--- src/hw/rtl/b32e_pkg.sv ---
// ----------------------------------------------------------------------------
// b32e_pkg
// Shared types and constants for the Bech32 string encoder.
// ----------------------------------------------------------------------------
package b32e_pkg;

    localparam int CHK_W    = 30;
    localparam int SYM_W    = 5;
    localparam int CHAR_W   = 7;
    localparam int CFG_W    = 64;
    localparam int CFG_IDX_W = 2;
    localparam int LEN_W    = 5;

    localparam logic [CFG_IDX_W-1:0] CFG_PREFIX_LEN    = 2'd0;
    localparam logic [CFG_IDX_W-1:0] CFG_PREFIX_FIRST  = 2'd1;
    localparam logic [CFG_IDX_W-1:0] CFG_PREFIX_SECOND = 2'd2;

    localparam logic [CHK_W-1:0] BCH_GEN0 = 30'h3b6a57b2;
    localparam logic [CHK_W-1:0] BCH_GEN1 = 30'h26508e6d;
    localparam logic [CHK_W-1:0] BCH_GEN2 = 30'h1ea119fa;
    localparam logic [CHK_W-1:0] BCH_GEN3 = 30'h3d4233dd;
    localparam logic [CHK_W-1:0] BCH_GEN4 = 30'h2a1462b3;
    localparam logic [CHK_W-1:0] CHK_LOW_MASK = 30'h1ffffff;
    localparam logic [CHK_W-1:0] CHK_INIT = 30'd1;

    localparam logic [CHAR_W-1:0] SEP_CHAR = 7'h31;   // '1'
    localparam logic [LEN_W-1:0]  CSUM_LAST = 5'd5;   // six checksum symbols

    typedef enum logic [2:0] {
        ST_IDLE,
        ST_PFX_HI,
        ST_PFX_LO,
        ST_SEP,
        ST_DATA,
        ST_PAD,
        ST_ZERO,
        ST_CSUM
    } t_state;

    function automatic logic [CHAR_W-1:0] alpha_char(input logic [SYM_W-1:0] sym);
        logic [CHAR_W-1:0] c;
        case (sym)
            5'd0:  c = 7'h71; // q
            5'd1:  c = 7'h70; // p
            5'd2:  c = 7'h7a; // z
            5'd3:  c = 7'h72; // r
            5'd4:  c = 7'h79; // y
            5'd5:  c = 7'h39; // 9
            5'd6:  c = 7'h78; // x
            5'd7:  c = 7'h38; // 8
            5'd8:  c = 7'h67; // g
            5'd9:  c = 7'h66; // f
            5'd10: c = 7'h32; // 2
            5'd11: c = 7'h74; // t
            5'd12: c = 7'h76; // v
            5'd13: c = 7'h64; // d
            5'd14: c = 7'h77; // w
            5'd15: c = 7'h30; // 0
            5'd16: c = 7'h73; // s
            5'd17: c = 7'h33; // 3
            5'd18: c = 7'h6a; // j
            5'd19: c = 7'h6e; // n
            5'd20: c = 7'h35; // 5
            5'd21: c = 7'h34; // 4
            5'd22: c = 7'h6b; // k
            5'd23: c = 7'h68; // h
            5'd24: c = 7'h63; // c
            5'd25: c = 7'h65; // e
            5'd26: c = 7'h36; // 6
            5'd27: c = 7'h6d; // m
            5'd28: c = 7'h75; // u
            5'd29: c = 7'h61; // a
            5'd30: c = 7'h37; // 7
            5'd31: c = 7'h6c; // l
            default: c = 7'h71;
        endcase
        return c;
    endfunction

endpackage

--- src/hw/rtl/b32e_in_if.sv ---
// ----------------------------------------------------------------------------
// b32e_in_if
// Payload byte channel into the Bech32 encoder.
// ----------------------------------------------------------------------------
interface b32e_in_if;
    logic       valid;
    logic       ready;
    logic [7:0] payload_byte;
    logic       final_byte;
    logic       empty_payload;

    modport source (output valid, output payload_byte, output final_byte,
                    output empty_payload, input ready);
    modport sink   (input valid, input payload_byte, input final_byte,
                    input empty_payload, output ready);
endinterface

--- src/hw/rtl/b32e_out_if.sv ---
// ----------------------------------------------------------------------------
// b32e_out_if
// Character channel out of the Bech32 encoder.
// ----------------------------------------------------------------------------
interface b32e_out_if;
    logic       valid;
    logic       ready;
    logic [6:0] out_char;
    logic       last_char;

    modport source (output valid, output out_char, output last_char, input ready);
    modport sink   (input valid, input out_char, input last_char, output ready);
endinterface

--- src/hw/rtl/bech32_string_encoder.sv ---
// ----------------------------------------------------------------------------
// bech32_string_encoder
// Streams payload bytes out as a Bech32 string with prefix and checksum.
// ----------------------------------------------------------------------------
// One checksum step unit is reused under a small sequencer, one symbol per
// cycle unless a character waits on the output, and the input is ready only
// while the sequencer is idle. A byte inside an open string goes through the
// transfer, one or two symbols and bookkeeping. The first item of a string
// adds a prefix of L characters (high parts, zero symbol, low parts and the
// separator). The last item adds a pad symbol if bits remain, six checksum
// steps, six characters. Characters wait while output is full and not taken.
// ----------------------------------------------------------------------------
module bech32_string_encoder #(
    parameter int MAX_PREFIX_CHARS = 16
) (
    input  logic                            i_clk,
    input  logic                            i_rst_n,
    input  logic                            i_cfg_we,
    input  logic [b32e_pkg::CFG_IDX_W-1:0]  i_cfg_idx,
    input  logic [b32e_pkg::CFG_W-1:0]      i_cfg_data,
    b32e_in_if.sink                         i_in,
    b32e_out_if.source                      o_out
);
    import b32e_pkg::*;

    localparam logic [LEN_W-1:0] MAX_LEN = LEN_W'(MAX_PREFIX_CHARS);

    t_state r_state, n_state;

    logic [LEN_W-1:0]     r_pfx_len;
    logic [CFG_W-1:0]     r_pfx_first;
    logic [CFG_W-1:0]     r_pfx_second;

    logic [CHK_W-1:0]     r_chk, n_chk;
    logic [3:0]           r_store, n_store;
    logic [2:0]           r_cnt, n_cnt;
    logic                 r_open, n_open;
    logic [11:0]          r_acc, n_acc;
    logic [3:0]           r_bits, n_bits;
    logic [LEN_W-1:0]     r_idx, n_idx;
    logic [LEN_W-1:0]     r_len, n_len;
    logic [7:0]           r_byte, n_byte;
    logic                 r_fin, n_fin;
    logic                 r_empty, n_empty;

    logic                 r_out_valid, n_out_valid;
    logic [CHAR_W-1:0]    r_out_char, n_out_char;
    logic                 r_out_last, n_out_last;

    logic                 in_xfer;
    logic                 slot;
    logic [127:0]         pfx_all;
    logic [7:0]           pfx_char;
    logic [SYM_W-1:0]     step_sym;
    logic [CHK_W-1:0]     step_out;
    logic [SYM_W-1:0]     data_sym;
    logic [SYM_W-1:0]     pad_sym;
    logic [2:0]           data_sh;
    logic [3:0]           keep_mask;
    logic [LEN_W-1:0]     len_clamped;

    assign in_xfer   = i_in.valid && i_in.ready;
    assign slot      = !r_out_valid || o_out.ready;
    assign pfx_all   = {r_pfx_second, r_pfx_first};
    assign pfx_char  = pfx_all[{r_idx[3:0], 3'b000} +: 8];
    assign data_sh   = 3'(r_bits - 4'd5);
    assign data_sym  = SYM_W'(r_acc >> data_sh);
    assign pad_sym   = SYM_W'({1'b0, r_store} << (3'd5 - r_cnt));
    assign keep_mask = ~(4'hf << r_bits[2:0]);
    assign len_clamped = (r_pfx_len > MAX_LEN) ? MAX_LEN : r_pfx_len;

    assign i_in.ready      = (r_state == ST_IDLE);
    assign o_out.valid     = r_out_valid;
    assign o_out.out_char  = r_out_char;
    assign o_out.last_char = r_out_last;

    b32e_bch_step u_step (
        .i_chk (r_chk),
        .i_sym (step_sym),
        .o_chk (step_out)
    );

    // configuration
    always_ff @(posedge i_clk) begin
        if (!i_rst_n) begin
            r_pfx_len    <= LEN_W'(1);
            r_pfx_first  <= '0;
            r_pfx_second <= '0;
        end else if (i_cfg_we) begin
            case (i_cfg_idx)
                CFG_PREFIX_LEN:    r_pfx_len    <= i_cfg_data[LEN_W-1:0];
                CFG_PREFIX_FIRST:  r_pfx_first  <= i_cfg_data;
                CFG_PREFIX_SECOND: r_pfx_second <= i_cfg_data;
                default: ;
            endcase
        end
    end

    // next state
    always_comb begin
        n_state = r_state;
        case (r_state)
            ST_IDLE: begin
                if (in_xfer) begin
                    if (!r_open) begin
                        n_state = ST_PFX_HI;
                    end else if (i_in.empty_payload) begin
                        n_state = ST_PAD;
                    end else begin
                        n_state = ST_DATA;
                    end
                end
            end
            ST_PFX_HI: begin
                if (r_idx >= r_len) begin
                    n_state = ST_PFX_LO;
                end
            end
            ST_PFX_LO: begin
                if (r_idx >= r_len) begin
                    n_state = ST_SEP;
                end
            end
            ST_SEP: begin
                if (slot) begin
                    n_state = r_empty ? ST_PAD : ST_DATA;
                end
            end
            ST_DATA: begin
                if (r_bits < 4'd5) begin
                    n_state = r_fin ? ST_PAD : ST_IDLE;
                end
            end
            ST_PAD: begin
                if (!(r_cnt inside {[3'd1:3'd4]}) || slot) begin
                    n_state = ST_ZERO;
                end
            end
            ST_ZERO: begin
                if (r_idx == CSUM_LAST) begin
                    n_state = ST_CSUM;
                end
            end
            ST_CSUM: begin
                if (slot && r_idx == CSUM_LAST) begin
                    n_state = ST_IDLE;
                end
            end
            default: n_state = ST_IDLE;
        endcase
    end

    // datapath and outputs
    always_comb begin
        n_chk       = r_chk;
        n_store     = r_store;
        n_cnt       = r_cnt;
        n_open      = r_open;
        n_acc       = r_acc;
        n_bits      = r_bits;
        n_idx       = r_idx;
        n_len       = r_len;
        n_byte      = r_byte;
        n_fin       = r_fin;
        n_empty     = r_empty;
        n_out_valid = r_out_valid && !o_out.ready;
        n_out_char  = r_out_char;
        n_out_last  = r_out_last;
        step_sym    = '0;

        case (r_state)
            ST_IDLE: begin
                if (in_xfer) begin
                    n_byte  = i_in.payload_byte;
                    n_fin   = i_in.final_byte;
                    n_empty = i_in.empty_payload;
                    n_idx   = '0;
                    n_acc   = {r_store, i_in.payload_byte};
                    n_bits  = {1'b0, r_cnt} + 4'd8;
                    if (!r_open) begin
                        n_chk   = CHK_INIT;
                        n_store = '0;
                        n_cnt   = '0;
                        n_len   = len_clamped;
                    end
                end
            end
            ST_PFX_HI: begin
                if (r_idx >= r_len) begin
                    step_sym = '0;
                    n_chk    = step_out;
                    n_idx    = '0;
                end else if (slot) begin
                    step_sym    = {2'b00, pfx_char[7:5]};
                    n_chk       = step_out;
                    n_out_valid = 1'b1;
                    n_out_char  = pfx_char[CHAR_W-1:0];
                    n_out_last  = 1'b0;
                    n_idx       = r_idx + 1'b1;
                end
            end
            ST_PFX_LO: begin
                if (r_idx < r_len) begin
                    step_sym = pfx_char[SYM_W-1:0];
                    n_chk    = step_out;
                    n_idx    = r_idx + 1'b1;
                end
            end
            ST_SEP: begin
                if (slot) begin
                    n_out_valid = 1'b1;
                    n_out_char  = SEP_CHAR;
                    n_out_last  = 1'b0;
                    n_open      = 1'b1;
                    n_acc       = {r_store, r_byte};
                    n_bits      = {1'b0, r_cnt} + 4'd8;
                end
            end
            ST_DATA: begin
                if (r_bits >= 4'd5) begin
                    if (slot) begin
                        step_sym    = data_sym;
                        n_chk       = step_out;
                        n_out_valid = 1'b1;
                        n_out_char  = alpha_char(data_sym);
                        n_out_last  = 1'b0;
                        n_bits      = r_bits - 4'd5;
                    end
                end else begin
                    n_store = r_acc[3:0] & keep_mask;
                    n_cnt   = r_bits[2:0];
                end
            end
            ST_PAD: begin
                n_idx = '0;
                if (r_cnt inside {[3'd1:3'd4]}) begin
                    if (slot) begin
                        step_sym    = pad_sym;
                        n_chk       = step_out;
                        n_out_valid = 1'b1;
                        n_out_char  = alpha_char(pad_sym);
                        n_out_last  = 1'b0;
                    end
                end
            end
            ST_ZERO: begin
                step_sym = '0;
                n_chk    = (r_idx == CSUM_LAST) ? (step_out ^ CHK_INIT) : step_out;
                n_idx    = (r_idx == CSUM_LAST) ? '0 : r_idx + 1'b1;
            end
            ST_CSUM: begin
                if (slot) begin
                    n_out_valid = 1'b1;
                    n_out_char  = alpha_char(r_chk[CHK_W-1 -: SYM_W]);
                    n_out_last  = (r_idx == CSUM_LAST);
                    n_chk       = {r_chk[CHK_W-SYM_W-1:0], {SYM_W{1'b0}}};
                    n_idx       = r_idx + 1'b1;
                    if (r_idx == CSUM_LAST) begin
                        n_chk   = CHK_INIT;
                        n_store = '0;
                        n_cnt   = '0;
                        n_open  = 1'b0;
                        n_idx   = '0;
                    end
                end
            end
            default: ;
        endcase
    end

    always_ff @(posedge i_clk) begin
        if (!i_rst_n) begin
            r_state     <= ST_IDLE;
            r_chk       <= CHK_INIT;
            r_store     <= '0;
            r_cnt       <= '0;
            r_open      <= 1'b0;
            r_idx       <= '0;
            r_out_valid <= 1'b0;
        end else begin
            r_state     <= n_state;
            r_chk       <= n_chk;
            r_store     <= n_store;
            r_cnt       <= n_cnt;
            r_open      <= n_open;
            r_idx       <= n_idx;
            r_out_valid <= n_out_valid;
        end
    end

    always_ff @(posedge i_clk) begin
        r_acc      <= n_acc;
        r_bits     <= n_bits;
        r_len      <= n_len;
        r_byte     <= n_byte;
        r_fin      <= n_fin;
        r_empty    <= n_empty;
        r_out_char <= n_out_char;
        r_out_last <= n_out_last;
    end

endmodule

--- src/hw/rtl/b32e_bch_step.sv ---
// ----------------------------------------------------------------------------
// b32e_bch_step
// One step of the 30-bit BCH checksum: shift in a 5-bit symbol.
// ----------------------------------------------------------------------------
module b32e_bch_step (
    input  logic [b32e_pkg::CHK_W-1:0] i_chk,
    input  logic [b32e_pkg::SYM_W-1:0] i_sym,
    output logic [b32e_pkg::CHK_W-1:0] o_chk
);
    import b32e_pkg::*;

    logic [SYM_W-1:0] top;
    logic [CHK_W-1:0] base;

    assign top  = i_chk[CHK_W-1 -: SYM_W];
    assign base = {i_chk[CHK_W-SYM_W-1:0], i_sym};

    assign o_chk = base
                 ^ (top[0] ? BCH_GEN0 : '0)
                 ^ (top[1] ? BCH_GEN1 : '0)
                 ^ (top[2] ? BCH_GEN2 : '0)
                 ^ (top[3] ? BCH_GEN3 : '0)
                 ^ (top[4] ? BCH_GEN4 : '0);
endmodule

--- src/flat_wrapper.sv ---
// flat-port wrapper written by rule: the top's interface ports become plain ports
module bech32_string_encoder_flat import b32e_pkg::*;
#(
    parameter int MAX_PREFIX_CHARS = 16
)
  (i_clk, i_rst_n, i_cfg_we, i_cfg_idx, i_cfg_data, i_in_valid, i_in_payload_byte, i_in_final_byte, i_in_empty_payload, i_in_ready, o_out_valid, o_out_out_char, o_out_last_char, o_out_ready);
  b32e_in_if i_in_i ();
  b32e_out_if o_out_i ();
  input  logic i_clk;
  input  logic i_rst_n;
  input  logic i_cfg_we;
  input  logic [b32e_pkg::CFG_IDX_W-1:0] i_cfg_idx;
  input  logic [b32e_pkg::CFG_W-1:0] i_cfg_data;
  input wire logic [$bits(i_in_i.valid)-1:0] i_in_valid;
  input wire logic [$bits(i_in_i.payload_byte)-1:0] i_in_payload_byte;
  input wire logic [$bits(i_in_i.final_byte)-1:0] i_in_final_byte;
  input wire logic [$bits(i_in_i.empty_payload)-1:0] i_in_empty_payload;
  output wire logic [$bits(i_in_i.ready)-1:0] i_in_ready;
  output wire logic [$bits(o_out_i.valid)-1:0] o_out_valid;
  output wire logic [$bits(o_out_i.out_char)-1:0] o_out_out_char;
  output wire logic [$bits(o_out_i.last_char)-1:0] o_out_last_char;
  input wire logic [$bits(o_out_i.ready)-1:0] o_out_ready;
  assign i_in_i.valid = i_in_valid;
  assign i_in_i.payload_byte = i_in_payload_byte;
  assign i_in_i.final_byte = i_in_final_byte;
  assign i_in_i.empty_payload = i_in_empty_payload;
  assign i_in_ready = i_in_i.ready;
  assign o_out_valid = o_out_i.valid;
  assign o_out_out_char = o_out_i.out_char;
  assign o_out_last_char = o_out_i.last_char;
  assign o_out_i.ready = o_out_ready;
  bech32_string_encoder #(.MAX_PREFIX_CHARS(MAX_PREFIX_CHARS)) u_core (.i_clk(i_clk), .i_rst_n(i_rst_n), .i_cfg_we(i_cfg_we), .i_cfg_idx(i_cfg_idx), .i_cfg_data(i_cfg_data), .i_in(i_in_i), .o_out(o_out_i));
endmodule
--- config.mk ---
export PLATFORM = sky130hd
export DESIGN_NAME = bech32_string_encoder_flat
export DESIGN_NICKNAME = d
export VERILOG_FILES = /design/src/hw/rtl/b32e_pkg.sv /design/src/hw/rtl/b32e_in_if.sv /design/src/hw/rtl/b32e_out_if.sv /design/src/hw/rtl/bech32_string_encoder.sv /design/src/hw/rtl/b32e_bch_step.sv /design/src/flat_wrapper.sv
export SDC_FILE = /design/constraint.sdc
export NUM_CORES = 1
export LEC_CHECK = 0
export CORE_UTILIZATION = 59
export CTS_CLUSTER_SIZE = 24
export DETAILED_ROUTE_END_ITERATION = 12
export DONT_BUFFER_PORTS = 1
export PLACE_DENSITY = 0.73
export SLEW_MARGIN = 20
export SYNTH_ARGS = -nofsm -noshare
export SYNTH_HDL_FRONTEND = slang
export SYNTH_HIERARCHICAL = 1
export SYNTH_SLANG_ARGS = --single-unit
--- constraint.sdc ---
create_clock -name i_clk -period 4.7 [get_ports i_clk]
set_input_delay 1.175 -clock i_clk [delete_from_list [all_inputs] [get_ports i_clk]]
set_output_delay 1.175 -clock i_clk [all_outputs]
set_load 0.02 [all_outputs]
==> results.md, run 1 <==
- The count of antenna-violating nets left after detailed routing is 0.
- Derived from the worst setup path, the maximum achievable clock frequency is 0.241 GHz.
- Counting instances in the post-synthesis netlist gives the leading cell types as sky130_fd_sc_hd__nand2_1 (313), sky130_fd_sc_hd__dfxtp_1 (186), sky130_fd_sc_hd__a21boi_0 (135).
- The shortest clock period the worst path allows after layout is 4.15 ns.
- The worst-case headroom to the max-slew limit is 0.311.
- The routed wire length per instance is 19.0 µm.
- STA puts the critical path data arrival time at 4.62 ns.
- The number of antenna violations at the first check in global routing was 0.
- The net count after synthesis is 1409.
- The routability congestion estimate is 0.925.
- The post-synthesis share of cell area spent on full adders, half adders and majority gates is 0.0133.
- Dividing the detail-routed via count by the number of cells gives 6.13.
- After detailed routing, the total wire length is 29.3 mm.
- The total negative slack is 0 ns.
- The die boundary width is 146 µm.
- The first global-routing pass estimated 47.7 mm of wire.
- After floorplanning, the core was divided into 52 placement rows.
- The final number of max-transition violations was 0.
- After routing the design area is 0.0130 mm².
- The final cycle utilization of the critical path is 0.882.
- The number of global-route vias before repair was 9080.
- Counting along the longest clock path gives a buffer depth of 3.
- The worst clock skew on the final layout is 0.00716 ns.
- After layout, the design draws a total of 0.00638 W.
- The timing endpoint of the critical path is u_core/r_chk[0].
- The number of detailed-routing iterations run before antenna repair is 6.
- The post-CTS repair timing setup buffer count is 0.
- The DRC marker count from the first detailed-route iteration is 848.
- The clock-pin transition on the worst setup and hold timing paths is 0.06 ns.
- Measured against the total synthesized area, the mux share comes to 0.111.
- The fraction of layout instances using a drive strength above 1 is 0.112.
- The worst-case IR drop observed on VDD is 285 µV.
- The min-delay analysis places its worst path in the category reg2reg.
- The placed standard-cell area is 0.0122 mm².
- The core region is 0.0202 mm².
- TritonCTS built the clock tree.
- STA classifies the critical path startpoint as a flip-flop.
- Buffers inserted to repair hold after CTS numbered 0.
- The worst setup path is of the reg2reg kind.
- The maximum level of the CTS H-tree is 1.
- From bottom edge to top edge, the die measures 146 µm.
- Of the post-synthesis cell area, the dominant cell type holds 0.306.
- The cell area after synthesis is 0.0122 mm².
- The area growth from synthesis to layout is 6.74%.
- The minimum setup slack among reg-to-reg paths is 0.55 ns.
- For this run, the post-layout net count is 1351.
- After synthesis, the mean cell area works out to 9.27 µm².
- For this design the ratio of total power to cell area is 490 mW/mm².
- The number of warnings printed during yosys synthesis is 6.
- In this run the static leakage power is 4.45 nW.
- Traced cell by cell, the critical path runs through inv_1, ha_1, mux4_2, mux2_2, a222oi_1, nand2_1, xor2_1, xnor2_1, a211oi_1, a31oi_1, nor2_1, o31ai_1, o21ai_0, nand3_1.
- The initial utilization of the core area, before any placement, comes to 0.602.
- Of the total synthesized cell area, the portion taken by XOR and XNOR cells is 0.0477.
- Counting the buffers created by CTS gives 25.
- The number of placed cells counting well taps is 1500.
- The clock drives 225 sinks.
- After detailed routing, the number of remaining DRC violations is 0.
- Post-CTS repair changed the size of 0 cells.
- Of all nets on the critical path, the largest fanout is 13.
- In the synthesized netlist the dominant register cell turns out to be sky130_fd_sc_hd__dfxtp_1.
- The final non-filler cell total is 1542.
- The terminus of the critical flop-to-flop path is u_core/r_chk[0].
- The cell accounting for the most synthesized area is sky130_fd_sc_hd__dfxtp_1.
- The final setup violation count is 0.
- Yosys attributes the largest share of cell area to sky130_fd_sc_hd__dfxtp_1 (31%), sky130_fd_sc_hd__nand2_1 (9.6%), sky130_fd_sc_hd__edfxtp_1 (9.6%).
- The number of I/O port buffers is 0.
- At the pin with the least slew margin, the transition time is 1.03 ns.
- The number of library cell types mapped by synthesis is 84.
- The total via count after detailed routing is 9446.
- The synthesized instance count is 1315.
- The number of cells on the worst reg-to-reg path is 14.
- The aggregate global-route resource usage is 0.277.
- Measured on the finished design, the core utilization comes to 0.643.
- The largest net degree at the start of global routing is 187.
- The launch instance of the worst register-to-register path is u_core/r_bits[0].
- The run finished with clean final reports.
- The number of synthesized flops with an enable pin is 39.
- The final global-route overflow total is 0.
- The fraction of the mapped netlist area in compound gates was 0.208.
- The cell at the slowest stage of the critical path is sky130_fd_sc_hd__edfxtp_1.
- The maximum cell stage delay along the critical path is 0.62 ns.
- The critical path required time is 5.18 ns.
- The HPWL after detailed placement is 19.5 mm.
- Counting flops and latches in the post-synthesis netlist gives 225.
- For the worst-skew pair, the clock arrives at the later sink with an insertion delay of 0.53 ns.
- The root buffer cell chosen for the clock tree is sky130_fd_sc_hd__clkbuf_16.
- The floorplan step defined a die boundary enclosing 0.0212 mm².
- The share of synthesized cell area in and, or, nand and nor gates is 0.177.
- In this run the most critical hold path is launched from u_core/r_pfx_first[58].
- The hold-critical path depth is 2.
- By area, the combinational part of the netlist is dominated by compound AO/OA/AOI/OAI gates.
- The library cell with the highest instance count after synthesis is sky130_fd_sc_hd__nand2_1.
- The type of element capturing the critical path is a flip-flop.
- The number of hold violations in the final report is 0.
- Of the synthesized area, sequential elements account for 0.402.
- The number of antenna diodes in the final layout is 0.
- Setup repair after global routing left no endpoint under its margin.
- The critical path starts at u_core/r_bits[0].
- The max-capacitance violation count is 0.
- The top-level port count is 91.
- The share of async-settable or async-resettable flops after synthesis is 0.
cell families (layout without fill, tap and decap cells):
family,after synthesis,in the layout
AO/OA/AOI/OAI,349,349
XOR/XNOR,46,46
adder cells (fa/ha/maj),13,13
AND/OR/NAND/NOR,491,491
flip-flops,225,225
buffers and inverters,119,76
multiplexers,72,72
report_power, final:
group	total, W	switching [W]	leakage (nW)	internal, W
logic	0.00204	0.00125	2.18	0.000790
clock network	0.00187	0.000768	0.386	0.00111
registers	0.00247	0.000272	1.88	0.00219
how the worst min path moves through the flow:
| stage | slack (ns) | end |
|---|---|---|
| 6_report | 0.46 | u_core/r_pfx_first[58] |
| 5_1_grt | 0.48 | u_core/r_pfx_second[56] |
| 3_5_place_dp | 0.45 | u_core/r_pfx_second[16] |
| 4_1_cts | 0.46 | u_core/r_pfx_second[16] |
| 2_1_floorplan | 0.41 | u_core/r_acc[9] |
| 3_3_place_gp | 0.45 | u_core/r_pfx_first[58] |
layer usage:
layer	track usage	share of wire	vias to the layer above
li1	-	-	4532
met1	0.357	0.42	4558
met2	0.476	0.49	312
met3	0.0555	0.072	44
met4	0.0721	0.020	0
met5	0	0	-
critical path, delay by kind of cell (launching register included):
kind	cells	cell delay [ns]
muxes	2	0.92
and+or+nand+nor	3	0.29
adders and majority gates	1	0.55
buffers and inverters	1	0.25
AOI/OAI and AO/OA	5	1.02
DFF	1	0.62
xor gates and xnor gates	2	0.45
layout make-up:
cell class	count	area [µm²]
Inverter	18	67.6
Clock buffer	35	713
Sequential cell	225	4900
Clock inverter	7	71.3
Multi-Input combinational cell	971	6800
Fill cell	1717	7230
Tap cell	270	338
Timing Repair Buffer	16	120
through the flow:
step / setup WS [ns] / hold WS, ns
3_3_place_gp: 0.707 / 0.446
4_1_cts: 0.592 / 0.461
6_report: 0.554 / 0.458
2_1_floorplan: 0.910 / 0.406
5_1_grt: 0.260 / 0.485
3_5_place_dp: 0.609 / 0.453
state kept, by name, summed over array words and instances (netlist names), 3 cells and up, named ones only:
register               cells
u_core/r_pfx_first        64
u_core/r_len               5
u_core/r_byte              8
u_core/r_idx               5
u_core/r_bits              4
u_core/o_out.out_char      7
u_core/r_store             4
u_core/r_cnt               3
u_core/r_pfx_second       64
u_core/r_acc              12
u_core/r_chk              30
u_core/r_state             3
u_core/r_pfx_len           5
placed cells by master (no fill, tap or decap), types with 4 or more instances in the layout:
master | netlist | layout
sky130_fd_sc_hd__o22ai_1 | 4 | 4
sky130_fd_sc_hd__or3_1 | 4 | 4
sky130_fd_sc_hd__o31ai_1 | 5 | 5
sky130_fd_sc_hd__a21oi_1 | 55 | 55
sky130_fd_sc_hd__nand3_1 | 16 | 16
sky130_fd_sc_hd__and2_1 | 10 | 10
sky130_fd_sc_hd__mux4_2 | 49 | 49
sky130_fd_sc_hd__nand2b_1 | 7 | 7
sky130_fd_sc_hd__a31oi_1 | 8 | 8
sky130_fd_sc_hd__edfxtp_1 | 39 | 39
sky130_fd_sc_hd__inv_1 | 17 | 17
sky130_fd_sc_hd__o21a_1 | 6 | 6
sky130_fd_sc_hd__a21boi_0 | 135 | 135
sky130_fd_sc_hd__ha_1 | 13 | 13
sky130_fd_sc_hd__xor2_1 | 8 | 8
sky130_fd_sc_hd__a22o_1 | 5 | 5
sky130_fd_sc_hd__a22oi_1 | 36 | 36
sky130_fd_sc_hd__xor3_1 | 7 | 7
sky130_fd_sc_hd__nor2_1 | 58 | 58
sky130_fd_sc_hd__nor2b_1 | 44 | 44
sky130_fd_sc_hd__dfxtp_1 | 186 | 185
sky130_fd_sc_hd__xnor2_1 | 26 | 26
sky130_fd_sc_hd__o211ai_1 | 12 | 12
sky130_fd_sc_hd__a222oi_1 | 5 | 5
sky130_fd_sc_hd__mux2_2 | 13 | 13
sky130_fd_sc_hd__nand2_1 | 313 | 313
sky130_fd_sc_hd__buf_4 | 2 | 16
sky130_fd_sc_hd__clkbuf_16 | 0 | 25
sky130_fd_sc_hd__clkbuf_8 | 0 | 5
sky130_fd_sc_hd__clkbuf_1 | 70 | 5
sky130_fd_sc_hd__and3_1 | 5 | 5
sky130_fd_sc_hd__o21ai_0 | 33 | 33
sky130_fd_sc_hd__mux2i_1 | 10 | 10
sky130_fd_sc_hd__o21ai_1 | 4 | 4
sky130_fd_sc_hd__nor3_1 | 9 | 8
(Power assumes the default switching activity.)
==> inputs of run 2 (changes only) <==
Settings changed: MAX_ROUTING_LAYER set to met4.
==> run 2 against run 1 <==
Net effect:
- sequential share of layout area grew 0.10 points
- highest routed layer unchanged
- count of clock-buffer cells in the layout is the same
- cell count grew 0.13%
- clock power shrank 6%
==> results.md, run 2 (synthesized netlist as in run 1, its figures left out) <==
- The number of antenna violations at the first check in global routing was 0 (unchanged).
- The number of buffers inserted for hold repair after clock tree synthesis was 0 (unchanged).
- The wire length after detailed routing was 28.4 mm (was 29.3 mm).
- The type of element capturing the critical path is a flip-flop (unchanged).
- The transition time of the tightest slew-check pin is 1.03 ns (about the same).
- The initial standard-cell utilization of the core is 0.602 (unchanged).
- The detail-routed via count per cell came to 6.01 (was 6.13).
- The routability congestion estimate is 0.937 (was 0.925).
- The areal power density over the cells is 482 mW/mm² (was 490 mW/mm²).
- The area growth from synthesis to layout is 6.45% (was 6.74%).
- The DRC marker count from the first detailed-route iteration is 706 (was 848).
- The total negative slack is 0 ns (unchanged).
- The largest delay contributor family on the critical path is compound AO/OA/AOI/OAI gates (unchanged).
- The buffer depth of the longest clock path is 3 (unchanged).
- The total via count after detailed routing is 9276 (was 9446).
- Most frequent cells in the layout: sky130_fd_sc_hd__nand2_1 (313), sky130_fd_sc_hd__dfxtp_1 (185), sky130_fd_sc_hd__a21boi_0 (135) (unchanged).
- The worst clock skew on the final layout came to 0.00858 ns (was 0.00716 ns).
- The final global-route overflow total is 0 (unchanged).
- The clock-pin transition on the worst setup and hold timing paths came to 0.06 ns (about the same).
- The end-of-flow core utilization is 0.641 (was 0.643).
- The worst ir drop on vdd is 301 µV (was 285 µV).
- The depth of the worst register-to-register path was 14 (unchanged).
- The maximum level of the CTS H-tree is 1 (unchanged).
- The hold-critical path depth was 2 (unchanged).
- The routed wire length per instance is 18.4 µm (was 19.0 µm).
- The total die area is 0.0212 mm² (unchanged).
- The number of gates on the worst path with buffers counted is 14 (unchanged).
- The sum of buffers and inverters on the critical path was 1 (unchanged).
- Outcome: completed (unchanged).
- The worst hold slack is 0.458 ns (about the same).
- The top-level port count came to 91 (unchanged).
- The launch point of the worst path is u_core/r_bits[0] (unchanged).
- The die height is 146 µm (unchanged).
- The sum of internal, switching and leakage power was 0.00626 W (was 0.00638 W).
- The final number of max-transition violations is 0 (unchanged).
- The number of I/O port buffers is 0 (unchanged).
- The count of antenna diodes in the layout is 0 (unchanged).
- Largest regs: u_core/r_pfx_first (64), u_core/r_pfx_second (64), u_core/r_chk (30) (unchanged).
- The final cycle utilization of the critical path was 0.863 (was 0.882).
- The critical path launch point type is a flip-flop (unchanged).
- The max-capacitance violation count is 0 (unchanged).
- The aggregate global-route resource usage is 0.278 (was 0.277).
- The clock tree from TritonCTS is built (unchanged).
- The number of filler cells placed in the layout is 1714 (was 1717).
- The number of detailed-routing iterations run before antenna repair is 7 (was 6).
- The number of placed cells counting well taps came to 1503 (was 1500).
- The fraction of layout instances using a drive strength above 1 came to 0.112 (about the same).
- The highest clock frequency the design can meet is 0.247 GHz (was 0.241 GHz).
- The total number of nets in the final design is 1353 (was 1351).
- The wire length of the first global-routing pass was 46.7 mm (was 47.7 mm).
- The worst-case headroom to the max-slew limit came to 0.314 (was 0.311).
- The die boundary width is 146 µm (unchanged).
- The area of the core came to 0.0202 mm² (unchanged).
- The cell at the slowest stage of the critical path is sky130_fd_sc_hd__edfxtp_1 (unchanged).
- The commonest non-fill, non-tap cell in the layout is sky130_fd_sc_hd__nand2_1 (unchanged).
- The final setup violation count was 0 (unchanged).
- The standby leakage power is 4.43 nW (was 4.45 nW).
- The clock insertion delay at the later pin of the skew report is 0.54 ns (was 0.53 ns).
- The largest net degree at the start of global routing came to 187 (unchanged).
- The critical path required time is 5.18 ns (about the same).
- The data arrival time at the worst-slack endpoint is 4.53 ns (was 4.62 ns).
- The number of hold violations in the final report was 0 (unchanged).
- The maximum net fanout on the critical path is 13 (unchanged).
- The number of global-route vias before repair came to 8849 (was 9080).
- The final non-filler cell total is 1544 (was 1542).
- The clock sink count is 225 (unchanged).
- The number of buffers created by CTS is 24 (was 25).
- The post-cts repair resize count is 0 (unchanged).
- The terminus of the critical flop-to-flop path is u_core/r_chk[0] (unchanged).
- The total number of placement rows came to 52 (unchanged).
- The combined flip-flop and latch cell area is 0.00490 mm² (unchanged).
- The buffer cell driving the clock tree root is sky130_fd_sc_hd__clkbuf_16 (unchanged).
- The timing endpoint of the critical path is u_core/r_chk[0] (unchanged).
- The maximum cell stage delay along the critical path came to 0.63 ns (was 0.62 ns).
- Cells along the critical path: inv_1, ha_1, mux4_2, mux2_2, a222oi_1, nand2_1, xor2_1, xnor2_1, a211oi_1, a31oi_1, nor2_1, o31ai_1, o21ai_0, nand3_1 (unchanged).
- The shortest clock period the worst path allows after layout is 4.06 ns (was 4.15 ns).
- The post-CTS repair timing setup buffer count was 0 (unchanged).
- The post-detailed-route DRC marker count is 0 (unchanged).
- The footprint of the multi-input gates is 0.00680 mm² (unchanged).
- The critical path start-end classification is reg2reg (unchanged).
- The count of antenna-violating nets left after detailed routing is 0 (unchanged).
- The minimum setup slack among reg-to-reg paths is 0.64 ns (was 0.55 ns).
- The launch instance of the worst register-to-register path is u_core/r_bits[0] (unchanged).
- Unrepaired setup endpoints after global routing: no (unchanged).
- The HPWL after detailed placement is 19.3 mm (was 19.5 mm).
- The worst hold-check path type is reg2reg (unchanged).
-- run 2: cell types whose count changed in the layout (fill, tap and decap cells not counted), sizes merged --
cell | previous run | this run
inv | 19 | 18
buf | 16 | 19
clkinvlp | 0 | 1
bufinv | 1 | 0
-- run 2: final cells by class --
cell class | instances | area share
timing repair buffer | 19 | 0.0110
clock buffer | 35 | 0.0518
tap | 270 | 0.0260
clock inverter | 6 | 0.00424
inverter | 18 | 0.00521
multi-input combinational | 971 | 0.524
sequential | 225 | 0.377
-- run 2: worst min path at each step --
stage / startpoint / end
5_1_grt: u_core/r_pfx_second[33] / u_core/r_pfx_second[33]
3_3_place_gp: u_core/r_pfx_second[44] / u_core/r_pfx_second[44]
4_1_cts: u_core/r_pfx_first[18] / u_core/r_pfx_first[18]
6_report: u_core/r_pfx_first[47] / u_core/r_pfx_first[47]
3_5_place_dp: u_core/r_pfx_first[18] / u_core/r_pfx_first[18]
2_1_floorplan: u_core/r_store[1] / u_core/r_acc[9]
-- run 2: power breakdown --
part / switching (W) / total, W / leakage, nW / internal (W)
logic: 0.00125 / 0.00206 / 2.20 / 0.000812
clock network: 0.000769 / 0.00176 / 0.349 / 0.000991
registers: 0.000247 / 0.00244 / 1.88 / 0.00219
-- run 2: layer usage --
metal | GRT usage | wire (µm)
met5 | - | 0
met1 | 0.359 | 12400
met4 | 0.0758 | 737
met2 | 0.446 | 13300
met3 | 0.0555 | 1940
-- run 2: stage by stage --
step | setup slack, ns | cell area [µm²]
floorplan | 0.910 | 12200
global placement | 0.732 | 12200
detailed placement | 0.667 | 12200
CTS | 0.641 | 13000
global route | 0.221 | 13000
finish | 0.644 | 13000
-- run 2: worst min-delay path: stages, from the launching register on --
cell	delay, ns
sky130_fd_sc_hd__dfxtp_1	0.30
sky130_fd_sc_hd__nand2_1	0.04
sky130_fd_sc_hd__a21boi_0	0.06
